$ cat src/rtl/core/running_center_point_clusterer_unit_macros.svh
// Assertion macros for the running center-point clusterer.
// Included by RTL files that carry concurrent checks; no other dependencies.
`ifndef RUNNING_CENTER_POINT_CLUSTERER_UNIT_MACROS_SVH
`define RUNNING_CENTER_POINT_CLUSTERER_UNIT_MACROS_SVH

`ifndef ASSERT_OFF
// Property must hold at every edge outside reset
`define RCPC_ASSERT(name, clk, rst_n, prop) \
  name: assert property (@(posedge clk) disable iff (!rst_n) (prop)) \
    else $error("rcpc check failed");
// Antecedent implies consequent in the next cycle
`define RCPC_ASSERT_NEXT(name, clk, rst_n, ante, cons) \
  name: assert property (@(posedge clk) disable iff (!rst_n) (ante) |=> (cons)) \
    else $error("rcpc check failed");
`else
`define RCPC_ASSERT(name, clk, rst_n, prop)
`define RCPC_ASSERT_NEXT(name, clk, rst_n, ante, cons)
`endif

`endif

$ cat src/rtl/core/rcpc_pkg.sv
// Shared constants and types of the running center-point clusterer.
// No dependencies; used by all modules in rtl/core.
`default_nettype none

package rcpc_pkg;

  // Fixed-point format of positions
  localparam int IntBits   = 32;
  localparam int FracBits  = 8;
  localparam int PosBits   = IntBits + FracBits;
  localparam int JdBits    = 32;
  localparam int CountBits = 16;
  localparam logic [CountBits-1:0] CountMax = {CountBits{1'b1}};

  // Compare width holds both the center plus distance and the position
  localparam int CmpBits = ((PosBits > JdBits + FracBits) ? PosBits : JdBits + FracBits) + 1;

  // Stream widths, rounded up to whole bytes
  localparam int InDataBits  = ((PosBits + 7) / 8) * 8;
  localparam int OutRawBits  = PosBits + 2 * IntBits + CountBits;
  localparam int OutDataBits = ((OutRawBits + 7) / 8) * 8;

  // Result queue
  localparam int FifoDepth = 4;
  localparam int PtrBits   = $clog2(FifoDepth);
  localparam int CntBits   = $clog2(FifoDepth + 1);

  localparam logic [JdBits-1:0] JoinDistanceReset = JdBits'(1);

  typedef struct packed {
    logic [CountBits-1:0] count;
    logic [IntBits-1:0]   high;
    logic [IntBits-1:0]   low;
    logic [PosBits-1:0]   center;
  } cluster_t;

  typedef struct packed {
    logic     done;
    logic     last;
    cluster_t clu;
  } result_t;

  // Per-item update from the step logic to the top level
  typedef struct packed {
    logic       open;
    cluster_t   clu;
    logic [1:0] push_n;
    result_t    row0;
    result_t    row1;
  } step_t;

endpackage

`default_nettype wire

$ cat src/rtl/core/rcpc_step.sv
// Per-point cluster update: join test, center average, bounds and count.
// Depends on rcpc_pkg.
`default_nettype none

module rcpc_step (
  input  wire logic                         open_i,
  input  wire rcpc_pkg::cluster_t           clu_i,
  input  wire logic [rcpc_pkg::PosBits-1:0] pos_i,
  input  wire logic                         eos_i,
  input  wire logic [rcpc_pkg::JdBits-1:0]  jd_i,
  output rcpc_pkg::step_t                   step_o
);

  logic [rcpc_pkg::CmpBits-1:0]  limit;
  logic                          joins;
  logic [rcpc_pkg::PosBits:0]    sum;
  logic [rcpc_pkg::IntBits-1:0]  ip;
  rcpc_pkg::cluster_t            one_pt;
  rcpc_pkg::cluster_t            merged;
  rcpc_pkg::cluster_t            cur;
  logic                          closed;

  // Join when position is below center plus the scaled distance
  assign limit = rcpc_pkg::CmpBits'(clu_i.center)
               + rcpc_pkg::CmpBits'({jd_i, {rcpc_pkg::FracBits{1'b0}}});
  assign joins = rcpc_pkg::CmpBits'(pos_i) < limit;

  // Floor of the mean of center and point
  assign sum = (rcpc_pkg::PosBits+1)'(clu_i.center) + (rcpc_pkg::PosBits+1)'(pos_i);
  assign ip  = pos_i[rcpc_pkg::PosBits-1:rcpc_pkg::FracBits];

  always_comb begin
    one_pt.center = pos_i;
    one_pt.low    = ip;
    one_pt.high   = ip;
    one_pt.count  = rcpc_pkg::CountBits'(1);

    merged.center = sum[rcpc_pkg::PosBits:1];
    merged.low    = (ip < clu_i.low)  ? ip : clu_i.low;
    merged.high   = (ip > clu_i.high) ? ip : clu_i.high;
    merged.count  = (clu_i.count == rcpc_pkg::CountMax) ? clu_i.count
                                                        : clu_i.count + 1'b1;
  end

  // Pick the cluster after this point; a far point closes the open one
  always_comb begin
    closed = 1'b0;
    cur    = one_pt;
    if (open_i) begin
      if (joins) begin
        cur = merged;
      end else begin
        closed = 1'b1;
      end
    end
  end

  // Results in order: closed cluster first, then the flushed one
  always_comb begin
    step_o.row1.clu  = cur;
    step_o.row1.last = 1'b1;
    step_o.row1.done = 1'b1;
    if (closed) begin
      step_o.row0.clu  = clu_i;
      step_o.row0.last = !eos_i;
      step_o.row0.done = 1'b0;
    end else begin
      step_o.row0 = step_o.row1;
    end
    step_o.push_n = {1'b0, closed} + {1'b0, eos_i};
    step_o.open   = !eos_i;
    step_o.clu    = eos_i ? '0 : cur;
  end

endmodule

`default_nettype wire

$ cat src/rtl/core/rcpc_fifo.sv
// Result queue taking up to two results per cycle and giving one per transfer.
// Depends on rcpc_pkg.
`default_nettype none

module rcpc_fifo (
  input  wire logic              clk_i,
  input  wire logic              rst_ni,
  input  wire logic [1:0]        push_n_i,
  input  wire rcpc_pkg::result_t row0_i,
  input  wire rcpc_pkg::result_t row1_i,
  output logic                   space_o,
  output logic                   valid_o,
  input  wire logic              ready_i,
  output rcpc_pkg::result_t      row_o
);

  rcpc_pkg::result_t              mem_q [rcpc_pkg::FifoDepth];
  logic [rcpc_pkg::PtrBits-1:0]   wr_q, rd_q, wr_d, rd_d, wr_nx;
  logic [rcpc_pkg::CntBits-1:0]   cnt_q, cnt_d;
  logic                           pop;

  assign valid_o = cnt_q != '0;
  assign row_o   = mem_q[rd_q];
  assign pop     = valid_o && ready_i;
  assign space_o = cnt_q <= rcpc_pkg::CntBits'(rcpc_pkg::FifoDepth - 2);
  assign wr_nx   = wr_q + 1'b1;

  // Advance pointers and fill count
  always_comb begin
    wr_d  = wr_q + rcpc_pkg::PtrBits'(push_n_i);
    rd_d  = pop ? rd_q + 1'b1 : rd_q;
    cnt_d = cnt_q + rcpc_pkg::CntBits'(push_n_i) - rcpc_pkg::CntBits'(pop);
  end

  always_ff @(posedge clk_i or negedge rst_ni) begin
    if (!rst_ni) begin
      wr_q  <= '0;
      rd_q  <= '0;
      cnt_q <= '0;
    end else begin
      wr_q  <= wr_d;
      rd_q  <= rd_d;
      cnt_q <= cnt_d;
    end
  end

  // Store one or two results
  always_ff @(posedge clk_i) begin
    if (push_n_i != 2'd0) begin
      mem_q[wr_q] <= row0_i;
    end
    if (push_n_i == 2'd2) begin
      mem_q[wr_nx] <= row1_i;
    end
  end

endmodule

`default_nettype wire

$ cat src/rtl/core/running_center_point_clusterer_unit.sv
// Running center-point clusterer, top level.
// Depends on rcpc_pkg, rcpc_step, rcpc_fifo and the assertion macro header.
//
// Usage:
//   Slave stream: one point per transfer, tdata[39:0] = position (Q32.8),
//   tlast = end of set. Master stream: one closed cluster per transfer,
//   tdata = center[39:0], low[71:40], high[103:72], count[119:104];
//   tlast = last result of the point, tuser[0] = set flushed.
//   Config channel: write join_distance (integer, reset value 1) while idle.
// Timing:
//   A point is folded into the open cluster in the cycle it is taken; its
//   results are offered on the master side from the next cycle on.
//   One point per cycle is taken while at most two results sit in the
//   four-entry result queue; a point closing and flushing makes two results,
//   which drain one per cycle through one output port while tready is high.
// Reset: no cluster is open, the queue is empty, join_distance returns to 1.
// Stall: when the receiver holds tready low the queue fills and tready on
//   the slave side drops; no result is lost or repeated.
`default_nettype none
`include "running_center_point_clusterer_unit_macros.svh"

module running_center_point_clusterer_unit (
  input  wire logic                             clk_i,
  input  wire logic                             rst_ni,
  input  wire logic                             s_axis_tvalid_i,
  output logic                                  s_axis_tready_o,
  // position[39:0]
  input  wire logic [rcpc_pkg::InDataBits-1:0]  s_axis_tdata_i,
  input  wire logic                             s_axis_tlast_i,
  output logic                                  m_axis_tvalid_o,
  input  wire logic                             m_axis_tready_i,
  // cluster_center[39:0], cluster_low[71:40], cluster_high[103:72],
  // member_count[119:104]
  output logic [rcpc_pkg::OutDataBits-1:0]      m_axis_tdata_o,
  output logic                                  m_axis_tlast_o,
  // set_done[0]
  output logic [0:0]                            m_axis_tuser_o,
  input  wire logic                             cfg_valid_i,
  output logic                                  cfg_ready_o,
  input  wire logic [rcpc_pkg::JdBits-1:0]      cfg_data_i
);

  logic                          open_q;
  rcpc_pkg::cluster_t            clu_q;
  logic [rcpc_pkg::JdBits-1:0]   jd_q;
  logic                          s_fire;
  logic                          space;
  logic [1:0]                    push_n;
  rcpc_pkg::step_t               step;
  rcpc_pkg::result_t             out_row;

  assign s_axis_tready_o = space;
  assign s_fire          = s_axis_tvalid_i && space;
  assign cfg_ready_o     = 1'b1;

  // Cluster update for the point on the slave side
  rcpc_step u_step (
    .open_i (open_q),
    .clu_i  (clu_q),
    .pos_i  (s_axis_tdata_i[rcpc_pkg::PosBits-1:0]),
    .eos_i  (s_axis_tlast_i),
    .jd_i   (jd_q),
    .step_o (step)
  );

  // Hold the open cluster; advance on each point transfer
  always_ff @(posedge clk_i or negedge rst_ni) begin
    if (!rst_ni) begin
      open_q <= 1'b0;
      clu_q  <= '0;
    end else if (s_fire) begin
      open_q <= step.open;
      clu_q  <= step.clu;
    end
  end

  // Join distance register
  always_ff @(posedge clk_i or negedge rst_ni) begin
    if (!rst_ni) begin
      jd_q <= rcpc_pkg::JoinDistanceReset;
    end else if (cfg_valid_i) begin
      jd_q <= cfg_data_i;
    end
  end

  assign push_n = s_fire ? step.push_n : 2'd0;

  rcpc_fifo u_fifo (
    .clk_i    (clk_i),
    .rst_ni   (rst_ni),
    .push_n_i (push_n),
    .row0_i   (step.row0),
    .row1_i   (step.row1),
    .space_o  (space),
    .valid_o  (m_axis_tvalid_o),
    .ready_i  (m_axis_tready_i),
    .row_o    (out_row)
  );

  // Pack the result onto the master side
  assign m_axis_tdata_o = rcpc_pkg::OutDataBits'({out_row.clu.count, out_row.clu.high,
                                                  out_row.clu.low, out_row.clu.center});
  assign m_axis_tlast_o = out_row.last;
  assign m_axis_tuser_o = out_row.done;

  // An open cluster always has members and ordered bounds
  `RCPC_ASSERT(a_open_count, clk_i, rst_ni, !open_q || (clu_q.count != '0))
  `RCPC_ASSERT(a_open_bounds, clk_i, rst_ni, !open_q || (clu_q.low <= clu_q.high))
  // End of set leaves no cluster open
  `RCPC_ASSERT_NEXT(a_flush_clears, clk_i, rst_ni, s_fire && s_axis_tlast_i,
                    !open_q && (clu_q.count == '0))

endmodule

`default_nettype wire

$ cat config.mk
export PLATFORM = sky130hd
export DESIGN_NAME = running_center_point_clusterer_unit
export DESIGN_NICKNAME = d
export VERILOG_FILES = /design/src/rtl/core/rcpc_pkg.sv /design/src/rtl/core/rcpc_step.sv /design/src/rtl/core/rcpc_fifo.sv /design/src/rtl/core/running_center_point_clusterer_unit.sv
export VERILOG_INCLUDE_DIRS = /design/src /design/src/rtl/core
export SDC_FILE = /design/constraint.sdc
export NUM_CORES = 1
export LEC_CHECK = 0
export BUFFER_PORTS_ARGS = -buffer_cell sky130_fd_sc_hd__buf_2
export CORE_MARGIN = 2
export CORE_UTILIZATION = 40
export CTS_CLUSTER_DIAMETER = 120
export DETAILED_ROUTE_END_ITERATION = 10
export HOLD_SLACK_MARGIN = 0.08
export SYNTH_ARGS = -nofsm -noshare
export SYNTH_HDL_FRONTEND = slang
export SYNTH_HIERARCHICAL = 1
export SYNTH_SLANG_ARGS = --single-unit
$ cat constraint.sdc
create_clock -name clk_i -period 13.56 [get_ports clk_i]
set_input_delay 2.034 -clock clk_i [delete_from_list [all_inputs] [get_ports clk_i]]
set_output_delay 2.034 -clock clk_i [all_outputs]
set_load 0.01 [all_outputs]
**Word-level counts from Yosys, hierarchy flattened**

Memories as Yosys holds them, arrays and structs flattened.
Index checks and enable logic that the tools add are counted.
W data, S select, Z words.

- Memories: 1
- Latch bits: 0
- Bits in registers: 160
- Memory bits (read-only): 0
- Input port bits: 78
- Output and inout port bits: 125
- RAM bits: 488
- Word-level logic and storage cells: 44

- Bitwise gates (word level): 0
- Add/subtract/negate cells: 9
- $lt $le $gt $ge: 4
- Shift operators: 0
- Multiplexer cells: 14
- Reductions and logical operators: 5
- Multipliers: 0
- Div/mod/pow operators: 0
- Equality and inequality tests: 2

Memories:

| name | words | bits a word | read ports | clocked after Yosys merged registers in | wr ports | RTL line | RTL |
|---|---|---|---|---|---|---|---|
| u_fifo.mem_q | 4 | 122 | 1 | 0 | 2 | rcpc_fifo.sv:17 | `rcpc_pkg::result_t mem_q [rcpc_pkg::FifoDepth];` |

Operators with widths:

| operator | number |
|---|---|
| $mux W120 | 3 |
| $mux W122 | 1 |
| $add A40 B40 Y41 | 2 |
| $mux W32 | 2 |
| $lt A40 B41 Y1 | 1 |
| $gt A32 B32 Y1 | 1 |
| $lt A32 B32 Y1 | 1 |
| $add A16 B1 Y16 const B | 1 |
| $eq A16 B16 Y1 const B | 1 |
| $mux W16 | 1 |
| $mux W1 | 6 |
| $add A2 B1 Y2 const B | 2 |
| $add A3 B2 Y3 | 1 |
| $le A3 B2 Y1 const B | 1 |
| $reduce_bool A3 Y1 | 1 |
| $sub A3 B1 Y3 | 1 |
| $add A1 B1 Y2 | 1 |
| $add A2 B2 Y2 | 1 |
| $eq A2 B2 Y1 const B | 1 |
| $logic_and A1 B1 Y1 | 2 |
| $mux W2 | 1 |
| $reduce_bool A2 Y1 | 1 |
| $logic_not A1 Y1 | 1 |

**Depth between registers and ports, before layout**

- Word-level depth: 9
- Gate-level depth with buffers: 29
- Depth with buffers taken out: 27

**By module**

Netlist, hierarchy kept.

Modules (own cells, without submodules):

| module | seq. area each (um^2) | cells each | area each (um^2) | times used |
|---|---|---|---|---|
| rcpc_fifo | 14829.2 | 1221 | 24482.2 | 1 |
| rcpc_step | 0.0 | 1650 | 11652.4 | 1 |
| running_center_point_clusterer_unit | 3829.9 | 328 | 6064.6 | 1 |

**Worst setup path after synthesis**

Ideal clock, no wire load.

- Path kind: register -> register
- Start point: reg clu_q[8] (netlist name)
- End point: mem u_fifo/mem_q[0][0] (netlist name) (enable)
- Clock period less this slack: 14558 ps
- Data required time: 12789 ps
- Setup time: 771 ps
- Path slack: -998 ps
- Buffers on the path: 1
- Cell stages (with the launch flop): 25
- Arrival time: 13787 ps
- Cell sequence: dfrtp_1 ha_1 fa_1 a211oi_2 o211ai_2 a41oi_2 nor3_1 a2111oi_1 o31ai_1 a21oi_1 xnor2_1 ha_1 a2111oi_0 o21ai_0 a31o_2 a21oi_1 o211a_1 nor2_4 clkbuf_1 nand2_1 inv_1 ha_1 and3_1 o21bai_1 o21ai_0

RTL lines:

| item | RTL line | RTL |
|---|---|---|
| start: declaration | running_center_point_clusterer_unit.sv:44 | `rcpc_pkg::cluster_t clu_q;` |
| start signal: assignment | running_center_point_clusterer_unit.sv:73 | `clu_q <= step.clu;` |
| end: declaration | rcpc_fifo.sv:17 |  |

==> run_results.csv <==
group,metric,value,unit
status,status,"finished, final reports clean",
synth,yosysTopAreaCellShare,34.7,%
routing,totalWireLength,124,mm
power_and_ir_drop,total_power,11.2,mW
critical_path,crit_required,13950,ps
global_routing,grt_max_degree,124,
die,die-area,108000,sq um
routing,postRouteAntennaNets,0,
power_and_ir_drop,leakage,18.1,nW
power_and_ir_drop,powerDensity,240,nW/um^2
sta,fin_setup_tns,0,ps
sta,relSlewSlack,22.7,%
run,maxCapViolations,0,
global_routing,grt-ovfl-total,0,
global_routing,antenna_found_initial,11,
cells_and_area,antenna_cells,0,
routing,vias,27500,
cells_and_area,fin_area,46700,sq um
placement,post-dp-hpwl,78.7,mm
min_path,hold_path.class,"reg -> reg",
synth,syn-cell-area,42200,sq um
synth,yosys.area.top_type,"edfxtp_1",
die,io_pins,203,
critical_path,crit_type,"reg -> reg",
cells_and_area,fin_nets,3599,
critical_path,cp-start-kind,"flip-flop",
global_routing,grt_pass1_vias,28100,
die,core_area,105000,sq um
critical_path,critPathLaunch,"clu_q[8]",
clock_network,clock-root-buffer,"clkbuf_16",
sta,finalSetupViolCount,0,
sta,clock.fmax,111,MHz
critical_path,r2r-start,"clu_q[8]",
sta,grt_setup_unrepaired,"false",
sta,hold_viol,0,
global_routing,grt_pass1_wl,183,mm
critical_path,arrival,9410,ps
synth,synth_edf_count,488,
die,die_h,329,microns
synth,synth.yosys.seq_area_share,44.2,%
synth,ys_types,91,
synth,synthArstFlopShare,24.7,%
sta,worst_pin_slew,1160,ps
critical_path,critPathMaxFanout,34,
sta,drv_slew,0,
placement,postPlaceCellArea,44300,sq um
sta,setup_ws,4550,ps
cells_and_area,drive_above_1_share,35.3,%
sta,skew,30.5,ps
critical_path,endpoint,"u_fifo/mem_q[3][40]",
clock_network,post-cts-setup-buffers,0,
synth,yosysWarningCount,6,
global_routing,grtUsageTotal,22.7,%
power_and_ir_drop,ir_drop,0.132,mV
synth,ys.flop_type,"edfxtp_1",
clock_network,h-tree-depth,3,
clock_network,cts_tree,"built",
clock_network,clk_path_buf_depth,3,
clock_network,postCtsHoldBufs,0,
critical_path,end_kind,"flip-flop",
synth,synthMostInstantiatedCell,"edfxtp_1",
cells_and_area,final_util,44.5,%
placement,place_ws,4760,ps
clock_network,insertion_delay,640,ps
clock_network,post_cts_resized,0,
synth,synth_seq_cells,648,
die,start_util,40.2,%
clock_network,cts_buffers,73,
placement,place.gp.congestion,0.897,
routing,vias_per_cell,5.73,
routing,wire_per_inst,25.8,microns
die,rows,119,
critical_path,r2r_slack,4550,ps
cells_and_area,nFillCells,9566,
critical_path,r2r_end,"u_fifo/mem_q[3][40]",
sta,period_share,66.5,%
synth,ys_top_cells_by_area,"edfxtp_1 35%, mux2_2 11%, mux2_4 9.6%",
synth,synth_area_per_cell,13.2,sq um
routing,drt_iter0_markers,2268,
min_path,worstHoldStart,"jd_q[4]",
routing,drcViolationCount,0,
routing,drt-pass1-iter-count,5,
synth,netlist_top_cells_count,"488 x edfxtp_1, 412 x mux2_2, 269 x mux2_4, 206 x nand2_1, 180 x ha_1",
critical_path,r2r_cells,25,
die,die_w,329,microns
clock_network,clkSlewWorstSetupHoldPaths,60,ps
cells_and_area,synthToLayoutAreaGrowth,10.8,%
clock_network,cts.sinks,648,
sta,finalCriticalPeriod,9010,ps
synth,syn_inst,3199,
placement,portBuffers,201,
worst min-delay path by stage:
stage,end,slack [ps],cells past startpoint
2_1_floorplan,jd_q[4],460,1
3_3_place_gp,jd_q[5],480,1
3_5_place_dp,jd_q[4],500,1
4_1_cts,jd_q[4],510,1
5_1_grt,jd_q[12],530,1
6_report,jd_q[4],510,1
cell type report:
cell class,count,area [sq um],area share (%)
multi-input combinational,2254,22000,47.1
sequential,648,18700,39.9
clock buffer,109,2110,4.51
tap,1391,1740,3.72
timing repair buffer,252,1470,3.15
inverter,109,410,0.878
clock inverter,26,324,0.693
kinds of logic (layout without fill, tap and decap cells):
group,after synthesis,count (layout),share of synthesized area (%)
muxes,963,963,31.2
AOI/OAI and AO/OA,439,439,6.96
and+or+nand+nor,593,593,6.83
xor gates and xnor gates,73,73,1.52
adders and majority gates,183,183,5.48
DFF,648,648,44.2
other,2,3,0.0178
buffers and inverters,298,496,3.77
cell usage in the layout, fill, tap and decap left out, types with 115 or more instances in the layout:
cell      instances
a21oi_1         134
buf_2           200
dfrtp_1         156
edfxtp_1        488
ha_1            180
mux2_2          412
mux2_4          269
mux4_2          122
nand2_1         204
nor2_1          115
power breakdown:
part	leakage [nW]	switching, mW	internal [mW]
Sequential	6.44	0.301	2.84
Clock	1.18	0.842	1.19
Combinational	10.5	3.27	2.78
Total	18.1	4.41	6.81
through the flow:
stage,hold WS (ps),instances
final,513,4789
after global routing,530,4789
after CTS,512,4789
after detailed placement,500,4654
after global placement,481,4654
after floorplan,462,3200
flip-flops by register name, summed over array words and instances, names as in the netlist:
name          cells
u_fifo/wr_q       2
jd_q             32
u_fifo/cnt_q      3
u_fifo/mem_q    488
clu_q           120
u_fifo/rd_q       2
open_q            1
per-layer routing:
metal	part of all wire [%]	up-vias	track usage (%)
li1	-	12500	-
met1	44	13900	30.4
met5	0.023	-	0
met4	3.3	4	7.59
met2	47	846	37.7
met3	5.7	211	3.44
critical path: stages (launching register included):
cell and delay [ps]:
dfrtp_1 420, ha_1 250, fa_1 440, a211oi_2 270, o211ai_2 130, a41oi_2 370
nor3_1 130, a2111oi_1 760, o31ai_1 250, a21oi_1 230, xnor2_1 150, ha_1 260
a2111oi_0 380, o21ai_0 160, a31o_2 260, a21oi_1 190, o211a_1 670, nor2_4 40
nand2_1 160, inv_1 90, ha_1 270, and3_1 290, and4bb_4 910, buf_4 610
buf_4 620, mux2_2 400
(Power assumes the default switching activity.)
